==> src/sv/gol_pkg.sv <==
// Shared types, constants and the B3/S23 rule function for the life stencil.
`default_nettype none
package gol_pkg;

  // Default size limits of the block.
  localparam int unsigned MAX_WIDTH_DEF  = 1024;
  localparam int unsigned MAX_HEIGHT_DEF = 1024;

  // Configuration port widths.
  localparam int unsigned CFG_ADDR_W = 3;
  localparam int unsigned CFG_DATA_W = 11;
  localparam int unsigned DIM_W      = 11;
  localparam int unsigned BAND_W     = 10;
  localparam int unsigned POS_W      = 10;

  // Smallest usable frame dimension, border included.
  localparam int unsigned MIN_DIM = 3;

  // Register reset values.
  localparam logic [DIM_W-1:0]  ROW_WIDTH_RST    = 11'd1024;
  localparam logic [DIM_W-1:0]  FRAME_HEIGHT_RST = 11'd1024;
  localparam logic [BAND_W-1:0] FIRST_ROW_RST    = 10'd1;
  localparam logic [BAND_W-1:0] STOP_ROW_RST     = 10'd1023;

  typedef enum logic [CFG_ADDR_W-1:0] {
    CFG_ROW_WIDTH    = 3'd0,
    CFG_FRAME_HEIGHT = 3'd1,
    CFG_FIRST_ROW    = 3'd2,
    CFG_STOP_ROW     = 3'd3
  } cfg_reg_t;

  // Position and band flags of the centre that an incoming cell completes.
  typedef struct packed {
    logic             produce;
    logic             last;
    logic [POS_W-1:0] row;
    logic [POS_W-1:0] col;
  } scan_info_t;

  // Columns are packed top in bit 2, middle in bit 1, bottom in bit 0.
  function automatic logic [1:0] ones3(input logic [2:0] col);
    ones3 = {1'b0, col[0]} + {1'b0, col[1]} + {1'b0, col[2]};
  endfunction

  function automatic logic life_rule(input logic [2:0] left, input logic [2:0] centre_col,
                                     input logic [2:0] right);
    logic [3:0] n;
    n = {2'b00, ones3(left)} + {2'b00, ones3(right)}
        + {3'b000, centre_col[2]} + {3'b000, centre_col[0]};
    life_rule = (n == 4'd3) || (centre_col[1] && (n == 4'd2));
  endfunction

endpackage
`default_nettype wire

==> src/sv/game_of_life_stencil.sv <==
// Top level of the Game of Life B3/S23 raster stencil.
//
// Cells of a frame enter one per transfer in raster order; the block emits the next
// state of each interior centre cell in the row band [first_row, stop_row) once the
// cell below and to the right of it has arrived, tagged with its row, column and a
// flag on the last cell of the band. One cell is taken per clock cycle unless in_stall
// is raised by a stalled output. A result passes stage one with the registered line
// store read, then the window and rule into the output register. The line store holds
// MAX_WIDTH entries of two bits and needs no clearing after reset; the user must write
// configuration between frames while the block idles; the block does not enforce it.
`default_nettype none
module game_of_life_stencil #(
  parameter int unsigned MAX_WIDTH  = gol_pkg::MAX_WIDTH_DEF,
  parameter int unsigned MAX_HEIGHT = gol_pkg::MAX_HEIGHT_DEF
) (
  input  wire logic                           clk,
  input  wire logic                           rst_n,
  input  wire logic                           cfg_we,
  input  wire logic [gol_pkg::CFG_ADDR_W-1:0] cfg_addr,
  input  wire logic [gol_pkg::CFG_DATA_W-1:0] cfg_wdata,
  input  wire logic                           in_valid,
  output logic                                in_stall,
  input  wire logic                           in_cell_req,
  output logic                                out_valid,
  input  wire logic                           out_stall,
  output logic                                out_next_cell,
  output logic      [gol_pkg::POS_W-1:0]      out_row,
  output logic      [gol_pkg::POS_W-1:0]      out_col,
  output logic                                out_last_of_band
);

  localparam int unsigned AW = (MAX_WIDTH > 1) ? $clog2(MAX_WIDTH) : 1;

  logic [gol_pkg::DIM_W-1:0]  row_width_r, frame_height_r;
  logic [gol_pkg::BAND_W-1:0] first_row_r, stop_row_r;

  always_ff @(posedge clk) begin
    if (!rst_n) begin
      row_width_r    <= gol_pkg::ROW_WIDTH_RST;
      frame_height_r <= gol_pkg::FRAME_HEIGHT_RST;
      first_row_r    <= gol_pkg::FIRST_ROW_RST;
      stop_row_r     <= gol_pkg::STOP_ROW_RST;
    end else if (cfg_we) begin
      case (cfg_addr)
        gol_pkg::CFG_ROW_WIDTH:    row_width_r    <= cfg_wdata[gol_pkg::DIM_W-1:0];
        gol_pkg::CFG_FRAME_HEIGHT: frame_height_r <= cfg_wdata[gol_pkg::DIM_W-1:0];
        gol_pkg::CFG_FIRST_ROW:    first_row_r    <= cfg_wdata[gol_pkg::BAND_W-1:0];
        gol_pkg::CFG_STOP_ROW:     stop_row_r     <= cfg_wdata[gol_pkg::BAND_W-1:0];
        default: ;
      endcase
    end
  end

  // Handshake: stage one drains into the output register when that register is free.
  logic in_accept, s1_adv;
  logic s1_valid_r, s1_valid_nxt;
  logic s1_cell_r;
  logic [AW-1:0] s1_idx_r;
  gol_pkg::scan_info_t s1_info_r;

  logic [AW-1:0] scan_idx;
  gol_pkg::scan_info_t scan_info;
  logic [1:0] line_rd;
  logic next_cell;

  logic out_valid_r, out_valid_nxt;
  logic out_next_cell_r, out_last_r;
  logic [gol_pkg::POS_W-1:0] out_row_r, out_col_r;

  assign s1_adv    = s1_valid_r && (!out_valid_r || !out_stall);
  assign in_stall  = s1_valid_r && !s1_adv;
  assign in_accept = in_valid && !in_stall;

  gol_scan #(
    .MAX_WIDTH  (MAX_WIDTH),
    .MAX_HEIGHT (MAX_HEIGHT)
  ) u_scan (
    .clk          (clk),
    .rst_n        (rst_n),
    .adv          (in_accept),
    .row_width    (row_width_r),
    .frame_height (frame_height_r),
    .first_row    (first_row_r),
    .stop_row     (stop_row_r),
    .idx          (scan_idx),
    .info         (scan_info)
  );

  // Each column entry is read when its cell is accepted and rewritten one stage later;
  // consecutive cells always differ in column, so the two never collide.
  gol_line_buf #(
    .MAX_WIDTH (MAX_WIDTH)
  ) u_line_buf (
    .clk     (clk),
    .rd_en   (in_accept),
    .rd_addr (scan_idx),
    .rd_data (line_rd),
    .wr_en   (s1_adv),
    .wr_addr (s1_idx_r),
    .wr_data ({line_rd[0], s1_cell_r})
  );

  gol_window u_window (
    .clk       (clk),
    .rst_n     (rst_n),
    .en        (s1_adv),
    .new_col   ({line_rd, s1_cell_r}),
    .next_cell (next_cell)
  );

  always_comb begin
    if (in_accept) begin
      s1_valid_nxt = 1'b1;
    end else if (s1_adv) begin
      s1_valid_nxt = 1'b0;
    end else begin
      s1_valid_nxt = s1_valid_r;
    end

    if (s1_adv) begin
      out_valid_nxt = s1_info_r.produce;
    end else if (out_stall) begin
      out_valid_nxt = out_valid_r;
    end else begin
      out_valid_nxt = 1'b0;
    end
  end

  always_ff @(posedge clk) begin
    if (!rst_n) begin
      s1_valid_r  <= 1'b0;
      out_valid_r <= 1'b0;
    end else begin
      s1_valid_r  <= s1_valid_nxt;
      out_valid_r <= out_valid_nxt;
    end
  end

  always_ff @(posedge clk) begin
    if (in_accept) begin
      s1_cell_r <= in_cell_req;
      s1_idx_r  <= scan_idx;
      s1_info_r <= scan_info;
    end
    if (s1_adv) begin
      out_next_cell_r <= next_cell;
      out_last_r      <= s1_info_r.last;
      out_row_r       <= s1_info_r.row;
      out_col_r       <= s1_info_r.col;
    end
  end

  assign out_valid        = out_valid_r;
  assign out_next_cell    = out_next_cell_r;
  assign out_row          = out_row_r;
  assign out_col          = out_col_r;
  assign out_last_of_band = out_last_r;

endmodule
`default_nettype wire

==> src/sv/gol_line_buf.sv <==
// Two-row line store, one entry per column, with a registered read port.
`default_nettype none
module gol_line_buf #(
  parameter int unsigned MAX_WIDTH = gol_pkg::MAX_WIDTH_DEF,
  localparam int unsigned AW = (MAX_WIDTH > 1) ? $clog2(MAX_WIDTH) : 1
) (
  input  wire logic          clk,
  input  wire logic          rd_en,
  input  wire logic [AW-1:0] rd_addr,
  output logic      [1:0]    rd_data,
  input  wire logic          wr_en,
  input  wire logic [AW-1:0] wr_addr,
  input  wire logic [1:0]    wr_data
);

  // Bit 1 holds the row two above the incoming row, bit 0 the row just above.
  logic [1:0] mem [MAX_WIDTH];
  logic [1:0] rd_data_r;

  always_ff @(posedge clk) begin
    if (wr_en) begin
      mem[wr_addr] <= wr_data;
    end
    if (rd_en) begin
      rd_data_r <= mem[rd_addr];
    end
  end

  assign rd_data = rd_data_r;

endmodule
`default_nettype wire

==> src/sv/gol_scan.sv <==
// Raster position counters and row band decode for each incoming cell.
`default_nettype none
module gol_scan #(
  parameter int unsigned MAX_WIDTH  = gol_pkg::MAX_WIDTH_DEF,
  parameter int unsigned MAX_HEIGHT = gol_pkg::MAX_HEIGHT_DEF,
  localparam int unsigned AW = (MAX_WIDTH > 1) ? $clog2(MAX_WIDTH) : 1,
  localparam int unsigned RW = (MAX_HEIGHT > 1) ? $clog2(MAX_HEIGHT) : 1
) (
  input  wire logic                        clk,
  input  wire logic                        rst_n,
  input  wire logic                        adv,
  input  wire logic [gol_pkg::DIM_W-1:0]   row_width,
  input  wire logic [gol_pkg::DIM_W-1:0]   frame_height,
  input  wire logic [gol_pkg::BAND_W-1:0]  first_row,
  input  wire logic [gol_pkg::BAND_W-1:0]  stop_row,
  output logic      [AW-1:0]               idx,
  output gol_pkg::scan_info_t              info
);

  localparam int unsigned CW0 = (AW + 2 > RW + 2) ? AW + 2 : RW + 2;
  localparam int unsigned CW  = (CW0 > 12) ? CW0 : 12;

  logic [AW-1:0] col_r, col_nxt;
  logic [RW-1:0] row_r, row_nxt;

  logic [CW-1:0] w_raw, h_raw, w, h, lo, hi, stop_ext, h_m1;
  logic [CW-1:0] col_ext, c, r_pre, r, c_inc, r_inc, r_m1, c_m1;
  logic          wrap_c;

  always_comb begin
    // Effective limits from the configuration registers.
    w_raw = CW'(row_width);
    h_raw = CW'(frame_height);
    if (w_raw < CW'(gol_pkg::MIN_DIM)) begin
      w = CW'(gol_pkg::MIN_DIM);
    end else if (w_raw > CW'(MAX_WIDTH)) begin
      w = CW'(MAX_WIDTH);
    end else begin
      w = w_raw;
    end
    if (h_raw < CW'(gol_pkg::MIN_DIM)) begin
      h = CW'(gol_pkg::MIN_DIM);
    end else if (h_raw > CW'(MAX_HEIGHT)) begin
      h = CW'(MAX_HEIGHT);
    end else begin
      h = h_raw;
    end
    lo       = (first_row == '0) ? CW'(1) : CW'(first_row);
    stop_ext = CW'(stop_row);
    h_m1     = h - CW'(1);
    hi       = (stop_ext < h_m1) ? stop_ext : h_m1;

    // A counter left beyond a lowered limit wraps before this cell is placed.
    col_ext = CW'(col_r);
    wrap_c  = col_ext >= w;
    c       = wrap_c ? '0 : col_ext;
    r_pre   = wrap_c ? CW'(row_r) + CW'(1) : CW'(row_r);
    r       = (r_pre >= h) ? '0 : r_pre;

    c_inc = c + CW'(1);
    r_inc = r + CW'(1);
    if (c_inc >= w) begin
      col_nxt = '0;
      row_nxt = (r_inc >= h) ? '0 : r_inc[RW-1:0];
    end else begin
      col_nxt = c_inc[AW-1:0];
      row_nxt = r[RW-1:0];
    end

    r_m1 = r - CW'(1);
    c_m1 = c - CW'(1);
    info.produce = (r >= CW'(2)) && (c >= CW'(2)) && (r_m1 >= lo) && (r_m1 < hi);
    info.last    = (r_m1 == hi - CW'(1)) && (c_m1 == w - CW'(2));
    info.row     = r_m1[gol_pkg::POS_W-1:0];
    info.col     = c_m1[gol_pkg::POS_W-1:0];
    idx          = c[AW-1:0];
  end

  always_ff @(posedge clk) begin
    if (!rst_n) begin
      col_r <= '0;
      row_r <= '0;
    end else if (adv) begin
      col_r <= col_nxt;
      row_r <= row_nxt;
    end
  end

endmodule
`default_nettype wire

==> src/sv/gol_window.sv <==
// Two-column neighbourhood window and the B3/S23 next-state decision.
`default_nettype none
module gol_window (
  input  wire logic       clk,
  input  wire logic       rst_n,
  input  wire logic       en,
  input  wire logic [2:0] new_col,
  output logic            next_cell
);

  // Bits 2:0 hold the previous column, bits 5:3 the one before it.
  logic [5:0] win_r;

  always_ff @(posedge clk) begin
    if (!rst_n) begin
      win_r <= '0;
    end else if (en) begin
      win_r <= {win_r[2:0], new_col};
    end
  end

  assign next_cell = gol_pkg::life_rule(win_r[5:3], win_r[2:0], new_col);

endmodule
`default_nettype wire
==> config.mk <==
export PLATFORM = sky130hd
export DESIGN_NAME = game_of_life_stencil
export DESIGN_NICKNAME = d
export VERILOG_FILES = /design/src/sv/gol_pkg.sv /design/src/sv/game_of_life_stencil.sv /design/src/sv/gol_line_buf.sv /design/src/sv/gol_scan.sv /design/src/sv/gol_window.sv
export SDC_FILE = /design/constraint.sdc
export NUM_CORES = 2
export LEC_CHECK = 0
export BUFFER_PORTS_ARGS = -buffer_cell sky130_fd_sc_hd__buf_2
export CAP_MARGIN = 20
export CORE_AREA = 3 3 520 522
export DETAILED_ROUTE_END_ITERATION = 10
export DIE_AREA = 0 0 523 525
export PLACE_DENSITY = 0.61
export SLEW_MARGIN = 10
export SYNTH_ARGS = -nofsm -noshare
export SYNTH_HDL_FRONTEND = slang
export SYNTH_HIERARCHICAL = 1
export SYNTH_SLANG_ARGS = --single-unit
==> constraint.sdc <==
create_clock -name clk -period 15.1 [get_ports clk]
set_input_delay 0.755 -clock clk [delete_from_list [all_inputs] [get_ports clk]]
set_output_delay 0.755 -clock clk [all_outputs]
set_load 0.01 [all_outputs]
==> reports/qor.csv <==
metric,value,unit
cts_htree_levels,4,
die_area,275000,um^2
switchingPower,0.00281,W
drv_cap,0,
start_kind,register,
fin_ws,5.96,ns
ioPinCount,44,
num_rows,189,
cts_setup_buffers,0,
final_common_cell,edfxtp_1,
final_cell_mix,"edfxtp_1 (2105), nor2_1 (1109), mux4_2 (449)",
avgSynthCellArea,16.0,um^2
hold_path.class,in -> reg,
grt_usage,18.7,%
synth.top_cells.by_area,"edfxtp_1 (68%), mux4_2 (11%), nor2_1 (4.5%)",
cts_resized,0,
report.final.slew_viol_count,0,
drtPass1Iterations,6,
p_sw_share,22.2,%
pwr-share-seq,52.5,%
fin_crit,9.14,ns
finalSetupViolCount,0,
fmax,109,MHz
vias,53800,
drtIter0Drc,7412,
p_clk_share,41.6,%
hold_buffers,0,
clk_pin_slew_worst_paths,0.06,ns
grt_pass1_wl,377,mm
hold_ws,0.140,ns
syn_to_final_growth,12.2,%
drive_gt1_share,17.5,%
critPathMaxStageDelay,0.74,ns
dp_hpwl,151,mm
start_util,35.0,%
grt_pass1_vias,53000,
cts_max_path_buffers,3,
cp_slowest_cell,nor2_1,
overflow,0,
yosysTopAreaCell,edfxtp_1,
relSlewSlack,16.4,%
p_per_area,122,nW/um^2
finalWirelength,263,mm
place.gp.congestion,0.845,
rsz0062_at_grt,false,
postPlaceCellArea,97000,um^2
p_comb_share,5.9,%
design.core.area,266000,um^2
tightest_slew,1.25,ns
die_h,525,um
ys_ff_latch,2175,
port_buffers,43,
yosysTopAreaCellShare,68.1,%
postRouteAntennaNets,0,
synth-edff-count,2105,
cts_tree,done,
finalHoldViolations,0,
dp_slack,6.14,ns
endpoint_kind,register,
synth_warnings,6,
setup.worst_path.class,reg -> reg,
antenna_found_initial,11,
fin_tns_setup,0,ns
ir_drop,0.113,mV
ys_seq_area_share,69.6,%
root_buffer,clkbuf_16,
cts-buffers-inserted,216,
cts.sinks,2175,
async_flop_share,0,%
fillCellCount,24100,
crit_required,15.89,ns
cp_max_fo,12,
syn_inst,5810,
p_leak,31.1,nW
drc_errors,0,
internal_power,0.00987,W
avgRoutedWirePerCell,27.7,um
status,completed,
ys_dominant_reg_cell,edfxtp_1,
arrival,9.92,ns
skew,0.110,ns
vias_per_cell,5.67,
finalNetCount,5889,
finalCritPeriodShare,60.5,%
utilization,39.2,%
ys_types,101,
clk_latency,0.91,ns
final_area,104000,um^2
grt_max_degree,217,
die_w,523,um
synth_area,92800,um^2
==> sequential cells by signal (all words and copies together), names as in the netlist, 2 cells and up <==
signal	flops
stop_row_r	10
s1_idx_r	10
first_row_r	10
u_line_buf/mem	2048
out_col	10
out_row	10
u_scan/col_r	10
u_scan/row_r	10
frame_height_r	11
u_window/win_r	6
s1_info_r	22
row_width_r	11
u_line_buf/rd_data	2
==> synthesized netlist by cell type (all sizes together) (80+ instances only) <==
library cell and instances:
clkbuf 271, o21ai 84, nor3 80, mux2i 265
nand2 218, edfxtp 2105, mux4 449, ha 86
o221ai 83, nor2 1112, buf 173, a21oi 117
==> worst paths after layout <==
check	cells past startpoint	from	end	slack, ns
setup reg to reg	29	row_width_r[6]	u_scan/row_r[1]	5.96
hold reg to reg	0	s1_info_r[13]	out_row[3]	0.41
setup / recovery	29	row_width_r[6]	u_scan/row_r[1]	5.96
hold / removal	2	in_valid	s1_valid_r	0.14
==> power by group through the flow <==
| stage | Sequential [W] | Combinational, W | Clock (W) |
|---|---|---|---|
| 2_1_floorplan | 0.00692 | 0.000506 | 0 |
| 4_1_cts | 0.00666 | 0.000741 | 0.00537 |
| 3_3_place_gp | 0.00679 | 0.000729 | 0 |
| 3_5_place_dp | 0.00679 | 0.000739 | 0 |
| 5_1_grt | 0.00666 | 0.000799 | 0.00562 |
| 6_report | 0.00666 | 0.000742 | 0.00528 |
==> kinds of logic (layout without fill, tap and decap cells) <==
kind of cell             after synthesis  in the layout  share of synthesized area, %
flip-flops                          2175           2175                          69.6
AND/OR/NAND/NOR                     1708           1708                          7.91
multiplexers                         726            726                          13.9
AO/OA/AOI/OAI                        559            559                          4.19
buffers and inverters                501            650                          2.69
adder cells (fa/ha/maj)               90             90                          1.25
XOR/XNOR                              50             50                         0.472
other                                  1              5                       0.00404
==> through the flow <==
stage / std cells / power, W
after floorplan: 5811 / 0.00743
after CTS: 9485 / 0.0128
after detailed placement: 9086 / 0.00753
after global placement: 9070 / 0.00752
after global routing: 9494 / 0.0131
final: 9496 / 0.0127
==> metal layers <==
layer	vias up	GRT usage (%)	wire (um)
met3	403	3.38	24100
met5	-	0	0
met1	28300	26.0	105000
met2	2556	29.6	125000
met4	0	6.19	8690
li1	22500	-	-
==> cell type report <==
class | count | area (um^2) | share of cell area (%)
repair buffers | 194 | 1700 | 1.63
flip-flops and latches | 2175 | 64600 | 62.0
diodes | 3 | 7.51 | 0.00721
multi-input cells | 3135 | 26200 | 25.1
clock buffers | 269 | 5610 | 5.39
well taps | 3533 | 4420 | 4.24
clock inverters | 130 | 1390 | 1.33
inverters | 57 | 238 | 0.228
==> critical path: cells and delay by family (launching register included) <==
family / cells / cell delay (ns)
fa+ha+maj: 4 / 1.12
compound gates: 12 / 2.93
simple gates: 9 / 3.66
flops: 1 / 0.36
buf+inv: 2 / 0.35
mux: 2 / 0.65
Power figures use the tool's default switching activity.
